[src/rtl/core/cmsa_pkg.sv]
// Shared constants and types for the constant multiply shift-add planner.
package cmsa_pkg;

	localparam int MULT_WIDTH_DEF = 32;
	localparam int SHIFT_W        = 6;

	typedef logic [SHIFT_W-1:0] shift_t;

	// Result of the serial magnitude scan, handed to the term emitter.
	typedef struct packed {
		logic   neg;      // constant was negative
		shift_t add_cnt;  // set bits of the magnitude
		shift_t sub_top;  // set bits of 2^(top+1) - magnitude
		shift_t top;      // position of the magnitude's top set bit
	} scan_info_t;

	typedef struct packed {
		logic active;  // emitter is working through a run
		logic finish;  // last term of the run moves into the output register
	} emit_stat_t;

endpackage

[src/rtl/core/cmsa_scan.sv]
// Bit-serial scan: magnitude, its complement to the next power of two, counts.
module cmsa_scan import cmsa_pkg::*; #(
	parameter int MULT_WIDTH = MULT_WIDTH_DEF
) (
	input  logic                  clk,
	input  logic                  arst_n,
	input  logic                  start,
	input  logic [MULT_WIDTH-1:0] multiplier,
	output logic                  done,
	output scan_info_t            info,
	output logic [MULT_WIDTH-1:0] mag,
	output logic [MULT_WIDTH-1:0] rest
);
	localparam int CNT_W = $clog2(MULT_WIDTH);

	logic                  run_q;
	logic                  done_q;
	logic [CNT_W-1:0]      cnt_q;
	logic [MULT_WIDTH-1:0] data_q;
	logic [MULT_WIDTH-1:0] mag_q;
	logic [MULT_WIDTH-1:0] rest_q;
	logic                  vseen_q;
	logic                  mseen_q;
	shift_t                rest_cnt_q;
	scan_info_t            info_q;

	logic   vb;
	logic   mb;
	logic   rb;
	shift_t rc;
	logic   last_bit;

	// negate LSB first: flip every bit above the lowest set one
	assign vb       = data_q[0];
	assign mb       = vb ^ (info_q.neg & vseen_q);
	assign rb       = mb ^ mseen_q;
	assign rc       = rest_cnt_q + shift_t'(rb);
	assign last_bit = (cnt_q == CNT_W'(MULT_WIDTH - 1));

	always_ff @(posedge clk or negedge arst_n) begin
		if (!arst_n) begin
			run_q  <= 1'b0;
			done_q <= 1'b0;
			cnt_q  <= '0;
		end else begin
			done_q <= run_q && last_bit;
			if (start) begin
				run_q <= 1'b1;
				cnt_q <= '0;
			end else if (run_q) begin
				cnt_q <= cnt_q + CNT_W'(1);
				if (last_bit) begin
					run_q <= 1'b0;
				end
			end
		end
	end

	always_ff @(posedge clk) begin
		if (start) begin
			data_q         <= multiplier;
			info_q.neg     <= multiplier[MULT_WIDTH-1];
			info_q.add_cnt <= '0;
			info_q.sub_top <= '0;
			info_q.top     <= '0;
			rest_cnt_q     <= '0;
			vseen_q        <= 1'b0;
			mseen_q        <= 1'b0;
		end else if (run_q) begin
			data_q         <= {1'b0, data_q[MULT_WIDTH-1:1]};
			mag_q          <= {mb, mag_q[MULT_WIDTH-1:1]};
			rest_q         <= {rb, rest_q[MULT_WIDTH-1:1]};
			vseen_q        <= vseen_q | vb;
			mseen_q        <= mseen_q | mb;
			rest_cnt_q     <= rc;
			info_q.add_cnt <= info_q.add_cnt + shift_t'(mb);
			// rest bits above the top bit do not count: snapshot at each set bit
			if (mb) begin
				info_q.sub_top <= rc;
				info_q.top     <= shift_t'(cnt_q);
			end
		end
	end

	assign done = done_q;
	assign info = info_q;
	assign mag  = mag_q;
	assign rest = rest_q;

endmodule

[config.mk]
export PLATFORM = sky130hd
export DESIGN_NAME = cmsa_scan
export DESIGN_NICKNAME = d
export VERILOG_FILES = /design/src/rtl/core/cmsa_pkg.sv /design/src/rtl/core/cmsa_scan.sv
export SDC_FILE = /design/constraint.sdc
export NUM_CORES = 1
export LEC_CHECK = 0
export BUFFER_PORTS_ARGS = -buffer_cell sky130_fd_sc_hd__buf_2
export CAP_MARGIN = 20
export CORE_ASPECT_RATIO = 1.1
export CORE_MARGIN = 10
export CORE_UTILIZATION = 50
export DETAILED_ROUTE_END_ITERATION = 12
export GPL_ROUTABILITY_DRIVEN = 0
export HOLD_SLACK_MARGIN = 0.02
export PLACE_DENSITY = 0.82
export SYNTH_ARGS = -nofsm -noshare
export SYNTH_HDL_FRONTEND = slang
export SYNTH_SLANG_ARGS = --single-unit
[constraint.sdc]
create_clock -name clk -period 5.01 [get_ports clk]
set_clock_uncertainty 0.1 [all_clocks]
set_input_delay 0 -clock clk [delete_from_list [all_inputs] [get_ports clk]]
set_output_delay 0 -clock clk [all_outputs]
set_load 0.01 [all_outputs]
==> key figures, run 1 <==
Status
  – Run status: finished, final reports clean

Route
  – Vias: roughly 3k
  – Drt first-iter violations: around 170
  – Routed wire length: around 10000 um
  – Routed Antenna Nets: 0
  – Highest metal used: met4
  – WL met3: just over 900 um
  – Routed vias/inst: between 5 and 6
  – DRC viols: 0
  – Initial DRT Pass Iterations: 4
  – Metal2 WL: between 5000 and 6000 um
  – WL/cell: about 18 um
  – M1 WL: roughly 4200 um

Finish
  – N_diodes: 0
  – Commonest cells after routing, fill and taps aside: buf_2 (117), edfxtp_1 (97), dlygate4sd3_1 (35), mux2_2 (31), dfxtp_1 (25)
  – Finished Layout Cells: roughly 580
  – # nets final: slightly below 500
  – Fin util: between 60% and 70%
  – Synth-to-layout area growth: 33.9%
  – Most common cell after layout, fill and taps aside: buf_2
  – Fraction of layout instances using a drive strength above 1: between 40% and 50%
  – Design area: 0.00642 mm^2

Timing
  – Hold_ws: roughly 0.17 ns
  – Max-slew violations: 0
  – Final setup viols: 0
  – Final Critical Period: 2.71 ns
  – Fin worst setup slack: approximately 2.3 ns
  – TNS Setup: 0 ns
  – Final Hold Vio Count: 0
  – Max Clock Freq: between 0.3 and 0.4 GHz
  – RSZ-0062 raised after global routing: false
  – Final worst path period share: a little over half
  – Worst-Margin Slew: approximately 0.78 ns
  – Slew margin rel.: between 40% and 50%

Die
  – Initial Util: between 50% and 60%
  – # IOs: roughly 120
  – Die width: around 110 um
  – Row cnt: 37
  – Placeable core region: slightly above 0.009 mm^2
  – DIE HEIGHT: about 120 um
  – Die ar.: ~0.014 mm^2

Worst hold path
  – Hold Crit Class: input pin to flip-flop
  – Hold path startpoint: multiplier[31]
  – Min-Delay Endpoint: info[18]
  – Hold depth: 2

Power and ir drop
  – Comb pwr share: ~8.3%
  – NetSw: between 0.5 and 0.6 mW
  – Internal power: 2.14 mW
  – Pleak: 2.67 nW
  – Sequential share of power: ~47%
  – Total power: roughly 2.7 mW
  – Power share of the clock group: between 40 and 50%
  – Switching share of power: around a fifth
  – Pwr/cell area: around 420 mW/mm^2
  – VDD IR max: 0.261 mV

Synth
  – Avg Inst Size Synth: roughly 17 um^2
  – Main flop type after synthesis: edfxtp_1
  – Post-synth EDFFs: 97
  – Post-synth top area share: about three fifths
  – Synth Warn #: 0
  – Net Count, Synth: 331
  – Yosys cell types: 38
  – Syn Inst Count: 289
  – Asr flop ratio synth: between 5 and 6%
  – Yosys reg bits: roughly 130
  – Register area share after synthesis: around 75%
  – Mapped cell area: 0.00480 mm^2
  – Cell taking the most area after synthesis: edfxtp_1
  – Ranking of synthesized cells by area: edfxtp_1 (61%), dfxtp_1 (10%), mux2_2 (7.3%)

Placement
  – DP Wirelength: roughly 6700 um
  – Pre-CTS setup slack: ~2.4 ns
  – Dpl cell area: 0.00548 mm^2
  – Placed insts: 511
  – Port bufs: roughly 120

Worst setup path
  – Crit-path max FO: 8
  – R2R setup slack: around 2.3 ns
  – Critical Path AT: just over 3 ns
  – CP endpoint kind: flip-flop
  – Worst r2r path cells: 9
  – Crit Reg-Reg Startpoint: info[18]
  – Critical path class: flip-flop to flip-flop
  – CP startpoint kind: flip-flop
  – Reg2reg end: info[10]
  – Worst EP required: 5.33 ns

Clock network
  – CTS max path bufs: 2
  – Clock transition at path regs: approximately 0.060 ns
  – CTS H-Tree Depth: 4
  – CTS Sinks: 129
  – CTS Buf Count: 17
  – Worst skew pair latency: 0.51 ns
  – Clock root cell: clkbuf_8
  – CTS-repair resized insts: 0
  – CTS tree: yes

Global route
  – Largest net degree at the start of global routing: 65
  – Total GRT Usage: between 10% and 20%
  – Vias in the first global route: slightly above 3k
  – Remaining Overflow, GRT: 0
  – Antenna violations before repair: 0
  – First-pass GRT wire length: 16700 um

Run
  – Max-Cap Viols: 0
==> critical path: stages (launching register included) <==
cell and delay (ns):
edfxtp_1 0.47, a21boi_1 0.51, or2_2 0.24, inv_1 0.05, ha_1 0.30, ha_1 0.21, ha_1 0.24, nand3_1 0.11
xor2_1 0.16, a211oi_1 0.24
==> registers in the layout, summed over array words and instances (netlist names) <==
name        count
vseen_q         1
cnt_q           5
info           18
done            1
rest           32
data_q         32
run_q           1
mag            32
rest_cnt_q      6
mseen_q         1
==> Yosys cell counts, types with 4 or more instances <==
library cell,number
buf_4,4
nand4_1,4
buf_2,6
mux2_2,31
a21oi_1,9
xor2_1,10
dfxtp_1,25
o211ai_1,14
edfxtp_1,97
dfrtp_1,7
ha_1,7
and2_1,4
nand2_1,6
nor2_1,19
mux2i_1,6
a211oi_1,8
==> power groups by stage <==
stage	sequential, mW	clock [mW]	combinational [mW]
floorplan	1.31	0	0.101
global route	1.29	1.29	0.247
detailed placement	1.30	0	0.203
finish	1.28	1.21	0.224
CTS	1.28	1.24	0.227
global placement	1.30	0	0.197
==> per-layer routing <==
metal,up-vias,GRT usage [%]
li1,1416,-
met1,1451,16.8
met2,118,25.1
met3,13,8.35
met4,0,5.79
met5,-,0
==> layout make-up <==
cell class                 instances  area [um^2]
sequential                       129         3590
fill                             641         2930
multi-input combinational        142         1120
timing repair buffer             155          958
clock buffer                      21          459
tap                              117          146
clock inverter                    11          135
inverter                           3         11.3
==> cells by family after synthesis <==
kind of cell             Yosys count  share of synthesized area, %
flip-flops                       129                          74.8
AND/OR/NAND/NOR                   47                          5.09
AO/OA/AOI/OAI                     38                          5.56
multiplexers                      37                          8.53
buffers and inverters             18                          1.93
XOR/XNOR                          12                          2.19
adder cells (fa/ha/maj)            7                          1.83
other                              1                        0.0782
==> worst max path at each step <==
stage	from	to	slack (ns)	depth (start not counted)
after global routing	info[18]	info[10]	2.09	9
after detailed placement	info[18]	info[10]	2.37	9
final	info[18]	info[10]	2.30	9
after global placement	info[18]	info[11]	2.51	8
after floorplan	start	mag[0]	1.23	4
after CTS	info[18]	info[10]	2.34	9
==> repair_timing <==
item | 4_1_cts | 5_1_grt
hold buffers | 35 | 0
endpoints found under the hold margin | 57 | 0
buffers inserted | 0 | 0
setup endpoints to repair | 0 | 0
Power figures use the tool's default switching activity.
==> run 2: changes to the inputs <==
--- a/config.mk
+++ b/config.mk
@@ -9,11 +9,11 @@
 export CAP_MARGIN = 20
 export CORE_ASPECT_RATIO = 1.1
 export CORE_MARGIN = 10
-export CORE_UTILIZATION = 50
+export CORE_UTILIZATION = 47
 export DETAILED_ROUTE_END_ITERATION = 12
 export GPL_ROUTABILITY_DRIVEN = 0
 export HOLD_SLACK_MARGIN = 0.02
-export PLACE_DENSITY = 0.82
+export PLACE_DENSITY = 0.81
 export SYNTH_ARGS = -nofsm -noshare
 export SYNTH_HDL_FRONTEND = slang
 export SYNTH_SLANG_ARGS = --single-unit
==> constraint.sdc (replaced) <==
create_clock -name clk -period 2.35 [get_ports clk]
set_clock_uncertainty 0.1 [all_clocks]
set_input_delay 0 -clock clk [delete_from_list [all_inputs] [get_ports clk]]
set_output_delay 0 -clock clk [all_outputs]
set_load 0.01 [all_outputs]
==> run 2 against run 1 <==
Register-to-register slack got worse by 2.2 ns. Final area up 1.3%. First-iteration DRC count is 3.0% lower. Flip-flop and latch count unchanged. Maximum frequency up 18%.
==> key figures, run 2 (synthesized netlist as in run 1, its figures left out) <==
Status
  – Run status: finished, final reports clean

Clock network
  – CTS tree: yes
  – CTS Sinks: 129 (unchanged)
  – Clock root cell: clkbuf_8
  – CTS Buf Count: 17 (unchanged)
  – CTS max path bufs: 2 (unchanged)
  – Worst skew pair latency: 0.51 ns (about the same)
  – Clock transition at path regs: 0.06 ns (about the same)
  – CTS H-Tree Depth: 4 (unchanged)

Timing
  – Final Hold Vio Count: 0 (unchanged)
  – Final Critical Period: 2.29 ns (-0.422 ns)
  – Worst-Margin Slew: 0.739 ns (-0.0388 ns)
  – Max Clock Freq: 0.437 GHz (+18%)
  – Max-slew violations: 0 (unchanged)
  – Final setup viols: 0 (unchanged)
  – TNS Setup: 0 ns (unchanged)
  – Final worst path period share: 97.3% (+43 points)
  – Slew margin rel.: 50.7% (+2.6 points)

Power and ir drop
  – Pleak: 2.68 nW (+0.22%)
  – VDD IR max: 0.467 mV (+79%)
  – Total power: 5.70 mW (+110%)
  – Pwr/cell area: 877 mW/mm^2 (+110%)

Global route
  – First-pass GRT wire length: 16400 um (-1.8%)
  – Largest net degree at the start of global routing: 42 (-35%)
  – Vias in the first global route: 3154 (+2.1%)
  – Grt met2 use: 23.5% (-1.7 points)
  – Global route hottest layer: met2
  – GR Util met3: 5.65% (-2.7 points)
  – Total GRT Usage: 14.6% (-0.84 points)
  – Met1 Usage GRT: 17.0% (+0.14 points)
  – Remaining Overflow, GRT: 0 (unchanged)
  – Antenna violations before repair: 1 (+1)

Route
  – Routed wire length: 10700 um (+2.8%)
  – Drt first-iter violations: 161 (-3.0%)
  – Routed Antenna Nets: 0 (unchanged)
  – Initial DRT Pass Iterations: 4 (unchanged)
  – WL/cell: 18.1 um (+0.71%)
  – Routed vias/inst: 5.12 (-1.2%)
  – DRC viols: 0 (unchanged)
  – Vias: 3022 (+0.80%)

Finish
  – Commonest cells after routing, fill and taps aside: buf_2 (117), edfxtp_1 (97), dlygate4sd3_1 (35), mux2_2 (31), dfxtp_1 (25)
  – Synth-to-layout area growth: 35.6%
  – # nets final: 498 (+1.6%)
  – Register area: 0.00359 mm^2 (unchanged)
  – Fin util: 65.4% (-3.2 points)
  – Most common cell after layout, fill and taps aside: buf_2
  – Filler instances: 699 (+9.0%)
  – Multi-input gate area: 0.00118 mm^2 (+4.7%)
  – Design area: 0.00650 mm^2 (+1.3%)
  – Fraction of layout instances using a drive strength above 1: 43.3% (+2.5 points)

Worst setup path
  – Critical path origin: info[18]
  – Critical path endpoint: info[11]
  – Slowest stage cell, crit path: edfxtp_1
  – Worst r2r path cells: 8 (-1)
  – CP max stage delay: 0.44 ns (-0.07 ns)
  – CP most frequent cell: ha_4
  – Critical path class: flip-flop to flip-flop
  – CP cell instances: and3b_2, or2_2, inv_2, ha_4, ha_4, nand3_2, or3_4, a311oi_2
  – Reg2reg end: info[11]
  – Crit Reg-Reg Startpoint: info[18]
  – Worst EP required: 2.68 ns (-2.65 ns)
  – Crit-path max FO: 4 (-4)
  – CP startpoint kind: flip-flop
  – Critical Path AT: 2.61 ns (-0.41 ns)
  – CP endpoint kind: flip-flop
  – R2R setup slack: 0.06 ns (-2.24 ns)

Placement
  – Dpl cell area: 0.00553 mm^2 (+0.87%)
  – DP Wirelength: 6900 um (+3.3%)
  – Port bufs: 117 (unchanged)

Die
  – Placeable core region: 0.00994 mm^2 (+6.3%)
  – DIE HEIGHT: 126 um (+2.6%)
  – Initial Util: 48.3% (-3.0 points)
  – Die width: 116 um (+2.6%)
  – Die ar.: 0.0147 mm^2 (+5.3%)
  – # IOs: 119 (unchanged)
  – Row cnt: 38 (+2.7%)

Run
  – Max-Cap Viols: 0 (unchanged)

Worst hold path
  – Hold Crit Class: input pin to flip-flop
run 2: changes by cell type in the layout (fill, tap and decap cells not counted), sizes merged:
cell,before,now
buf,120,128
bufinv,3,2
clkbuf,21,17
clkinvlp,1,4
diode,0,1
inv,3,5
run 2: worst min-delay path by stage:
stage,from,endpoint,slack (ns),depth (start not counted)
2_1_floorplan,arst_n,cnt_q[0],-0.40,0
3_3_place_gp,arst_n,cnt_q[2],-0.26,1
3_5_place_dp,arst_n,cnt_q[2],-0.25,1
4_1_cts,multiplier[31],info[18],0.11,2
5_1_grt,multiplier[31],info[18],0.16,2
6_report,multiplier[31],info[18],0.17,2
run 2: cell type report:
cell class | count | area share (%)
Timing Repair Buffer | 163 | 15.7
Tap cell | 120 | 2.31
Clock inverter | 15 | 2.19
Inverter | 3 | 0.173
Clock buffer | 17 | 6.37
Sequential cell | 129 | 55.2
Multi-Input combinational cell | 142 | 18.1
Antenna cell | 1 | 0.0385
run 2: per-layer routing:
metal,vias to the layer above,routed length [um]
met1,1486,4510
met5,-,0
met2,92,5270
met3,14,753
met4,0,167
li1,1430,-
run 2: what timing repair did:
item | 4_1_cts | 5_1_grt
buffers inserted | 0 | 3
resized for setup | 0 | 8
hold buffers | 35 | 0
hold endpoints to repair | 49 | 0
endpoints found under the setup margin | 0 | 4
run 2: per-stage QoR:
step | std cells | hold WS (ns) | setup slack (ns)
floorplan | 289 | -0.396 | -0.00411
global placement | 519 | -0.260 | 0.162
detailed placement | 519 | -0.254 | 0.0687
CTS | 586 | 0.113 | 0.00782
global route | 590 | 0.160 | -0.0151
finish | 590 | 0.170 | 0.0636
run 2: critical path, delay by kind of cell, from the launching register on:
kind / cells / cell delay (ns)
AND/OR/NAND/NOR: 4 / 1.05
flip-flops: 1 / 0.44
adder cells (fa/ha/maj): 2 / 0.30
AO/OA/AOI/OAI: 1 / 0.25
buffers and inverters: 1 / 0.07
run 2: where the power goes:
| group | leakage [nW] | switching (mW) | internal, mW |
|---|---|---|---|
| clock network | 0.263 | 0.940 | 1.50 |
| registers | 1.27 | 0.0909 | 2.64 |
| logic | 1.14 | 0.264 | 0.269 |
==> run 3: changes to the inputs <==
--- a/config.mk
+++ b/config.mk
@@ -7,7 +7,6 @@
 export LEC_CHECK = 0
 export BUFFER_PORTS_ARGS = -buffer_cell sky130_fd_sc_hd__buf_2
 export CAP_MARGIN = 20
-export CORE_ASPECT_RATIO = 1.1
 export CORE_MARGIN = 10
 export CORE_UTILIZATION = 47
 export DETAILED_ROUTE_END_ITERATION = 12
==> run 3 against run 2 <==
Register-to-register slack gained 0.02 ns. Maximum frequency grew 0.86%. Flip-flop and latch count is the same. Non-clock buffer count grew 11. Via count grew 2.5%. Final cell count grew 3.9%. Global-route usage grew 0.46 points. Die area is essentially flat. Clock power shrank 7%. Combinational power grew 3%. Hold slack lost 0.026 ns. Setup slack gained 0.019 ns. Critical path type unchanged. Critical endpoint unchanged. Largest power group unchanged.
==> key figures, run 3 (synthesized netlist as in run 1, its figures left out) <==
Status
  – Run status: finished, final reports clean

Worst setup path
  – CP startpoint kind: flip-flop
  – Crit-path max FO: 4 (unchanged)
  – Worst EP required: 2.68 ns (about the same)
  – Crit Reg-Reg Startpoint: info[18]
  – CP endpoint kind: flip-flop
  – Reg2reg end: info[11]
  – Critical Path AT: 2.60 ns (about the same)
  – Worst r2r path cells: 8 (unchanged)
  – Critical path class: flip-flop to flip-flop
  – R2R setup slack: 0.08 ns (+0.02 ns)

Clock network
  – CTS H-Tree Depth: 4 (unchanged)
  – CTS max path bufs: 2 (unchanged)
  – Clock transition at path regs: 0.06 ns (about the same)
  – Worst skew pair latency: 0.51 ns (about the same)
  – CTS Sinks: 129 (unchanged)
  – Clock root cell: clkbuf_8
  – CTS Buf Count: 17 (unchanged)
  – CTS tree: yes

Worst hold path
  – Min-Delay Endpoint: info[18]
  – Hold path startpoint: multiplier[31]
  – Hold depth: 2 (unchanged)
  – Hold Crit Class: input pin to flip-flop

Route
  – Routed wire length: 10800 um (+1.1%)
  – DRC viols: 0 (unchanged)
  – Initial DRT Pass Iterations: 4 (unchanged)
  – Routed Antenna Nets: 0 (unchanged)
  – Routed vias/inst: 5.06 (-1.3%)
  – WL/cell: 17.7 um (-2.7%)
  – Drt first-iter violations: 269 (+67%)
  – Vias: 3099 (+2.5%)

Timing
  – Final Hold Vio Count: 0 (unchanged)
  – Final worst path period share: 96.5% (-0.83 points)
  – Max Clock Freq: 0.441 GHz (+0.86%)
  – TNS Setup: 0 ns (unchanged)
  – RSZ-0062 raised after global routing: false
  – Final Critical Period: 2.27 ns (-0.0195 ns)
  – Fin worst setup slack: 0.0830 ns (+0.0195 ns)
  – Max-slew violations: 0 (unchanged)
  – Final setup viols: 0 (unchanged)

Finish
  – Register area: 0.00359 mm^2 (about the same)
  – Design area: 0.00659 mm^2 (+1.4%)
  – # nets final: 509 (+2.2%)
  – Most common cell after layout, fill and taps aside: buf_2
  – Multi-input gate area: 0.00116 mm^2 (-1.3%)
  – Fraction of layout instances using a drive strength above 1: 42.1% (-1.2 points)
  – Synth-to-layout area growth: 37.5%
  – Commonest cells after routing, fill and taps aside: buf_2 (117), edfxtp_1 (97), dlygate4sd3_1 (43), mux2_2 (31), dfxtp_1 (24)
  – N_diodes: 0 (-1)
  – Filler instances: 685 (-2.0%)

Global route
  – First-pass GRT wire length: 17100 um (+3.9%)
  – Vias in the first global route: 3215 (+1.9%)
  – Total GRT Usage: 15.1% (+0.46 points)
  – Antenna violations before repair: 0 (-1)
  – Largest net degree at the start of global routing: 65 (+55%)
  – Remaining Overflow, GRT: 0 (unchanged)

Placement
  – DP Wirelength: 6970 um (+1.0%)
  – Pre-CTS setup slack: 0.0133 ns (-0.0554 ns)
  – Dpl cell area: 0.00560 mm^2 (+1.3%)
  – Port bufs: 117 (unchanged)

Die
  – Die ar.: 0.0146 mm^2 (about the same)
  – DIE HEIGHT: 121 um (-3.9%)
  – Die width: 121 um (+4.0%)
  – Placeable core region: 0.00986 mm^2 (-0.73%)
  – Initial Util: 48.6% (+0.36 points)
  – Row cnt: 36 (-5.3%)
  – # IOs: 119 (unchanged)

Power and ir drop
  – Pwr/cell area: 840 mW/mm^2 (-4.2%)
  – Pleak: 2.73 nW (+1.9%)
  – VDD IR max: 0.598 mV (+28%)

Run
  – Max-Cap Viols: 0 (unchanged)
run 3: final cells by class:
cell class | count | share of cell area (%)
inverters | 3 | 0.171
clock buffers | 26 | 7.40
well taps | 133 | 2.52
multi-input cells | 142 | 17.6
repair buffers | 174 | 17.4
clock inverters | 6 | 0.474
flip-flops and latches | 129 | 54.4
run 3: worst max path at each step:
stage,start,end,slack [ns]
finish,info[18],info[11],0.08
global route,info[18],info[11],0.005
CTS,vseen_q,info[10],0.03
detailed placement,data_q[0],info[10],0.01
global placement,data_q[0],info[10],0.19
floorplan,info[18],info[11],-0.004
run 3: per-layer routing:
layer | vias up | routed length, um | GRT usage, % | part of all wire, %
met1 | 1542 | 4320 | 16.6 | 40
met5 | - | 0 | 0 | 0
met3 | 10 | 891 | 7.63 | 8.2
li1 | 1452 | - | - | -
met2 | 95 | 5500 | 24.1 | 51
met4 | 0 | 110 | 6.71 | 1.0
run 3: repair_timing:
action | in CTS | in global routing
gates resized for setup | 0 | 6
endpoints found under the hold margin | 63 | 0
hold buffers | 43 | 0
buffers inserted | 1 | 1
setup endpoints to repair | 1 | 3
run 3: metrics by stage:
stage / util [%] / hold slack [ns] / total power [mW] / cells
6_report: 66.8 / 0.144 / 5.54 / 613
5_1_grt: 66.8 / 0.129 / 5.78 / 613
4_1_cts: 66.4 / 0.113 / 5.58 / 612
3_5_place_dp: 56.7 / -0.261 / 3.23 / 536
3_3_place_gp: 56.7 / -0.262 / 3.21 / 536
2_1_floorplan: - / -0.396 / 3.02 / 289
run 3: critical path, cell delays in order, from the launching register on:
cell	delay, ns
edfxtp_1	0.43
and3b_2	0.24
or2_2	0.29
inv_1	0.10
ha_4	0.15
ha_4	0.14
nand3_1	0.13
or3_1	0.35
a311oi_2	0.25
run 3: power by group:
group | internal (mW) | switching [mW]
Clock | 1.39 | 0.862
Combinational | 0.287 | 0.262
Sequential | 2.64 | 0.0891
Total | 4.33 | 1.21
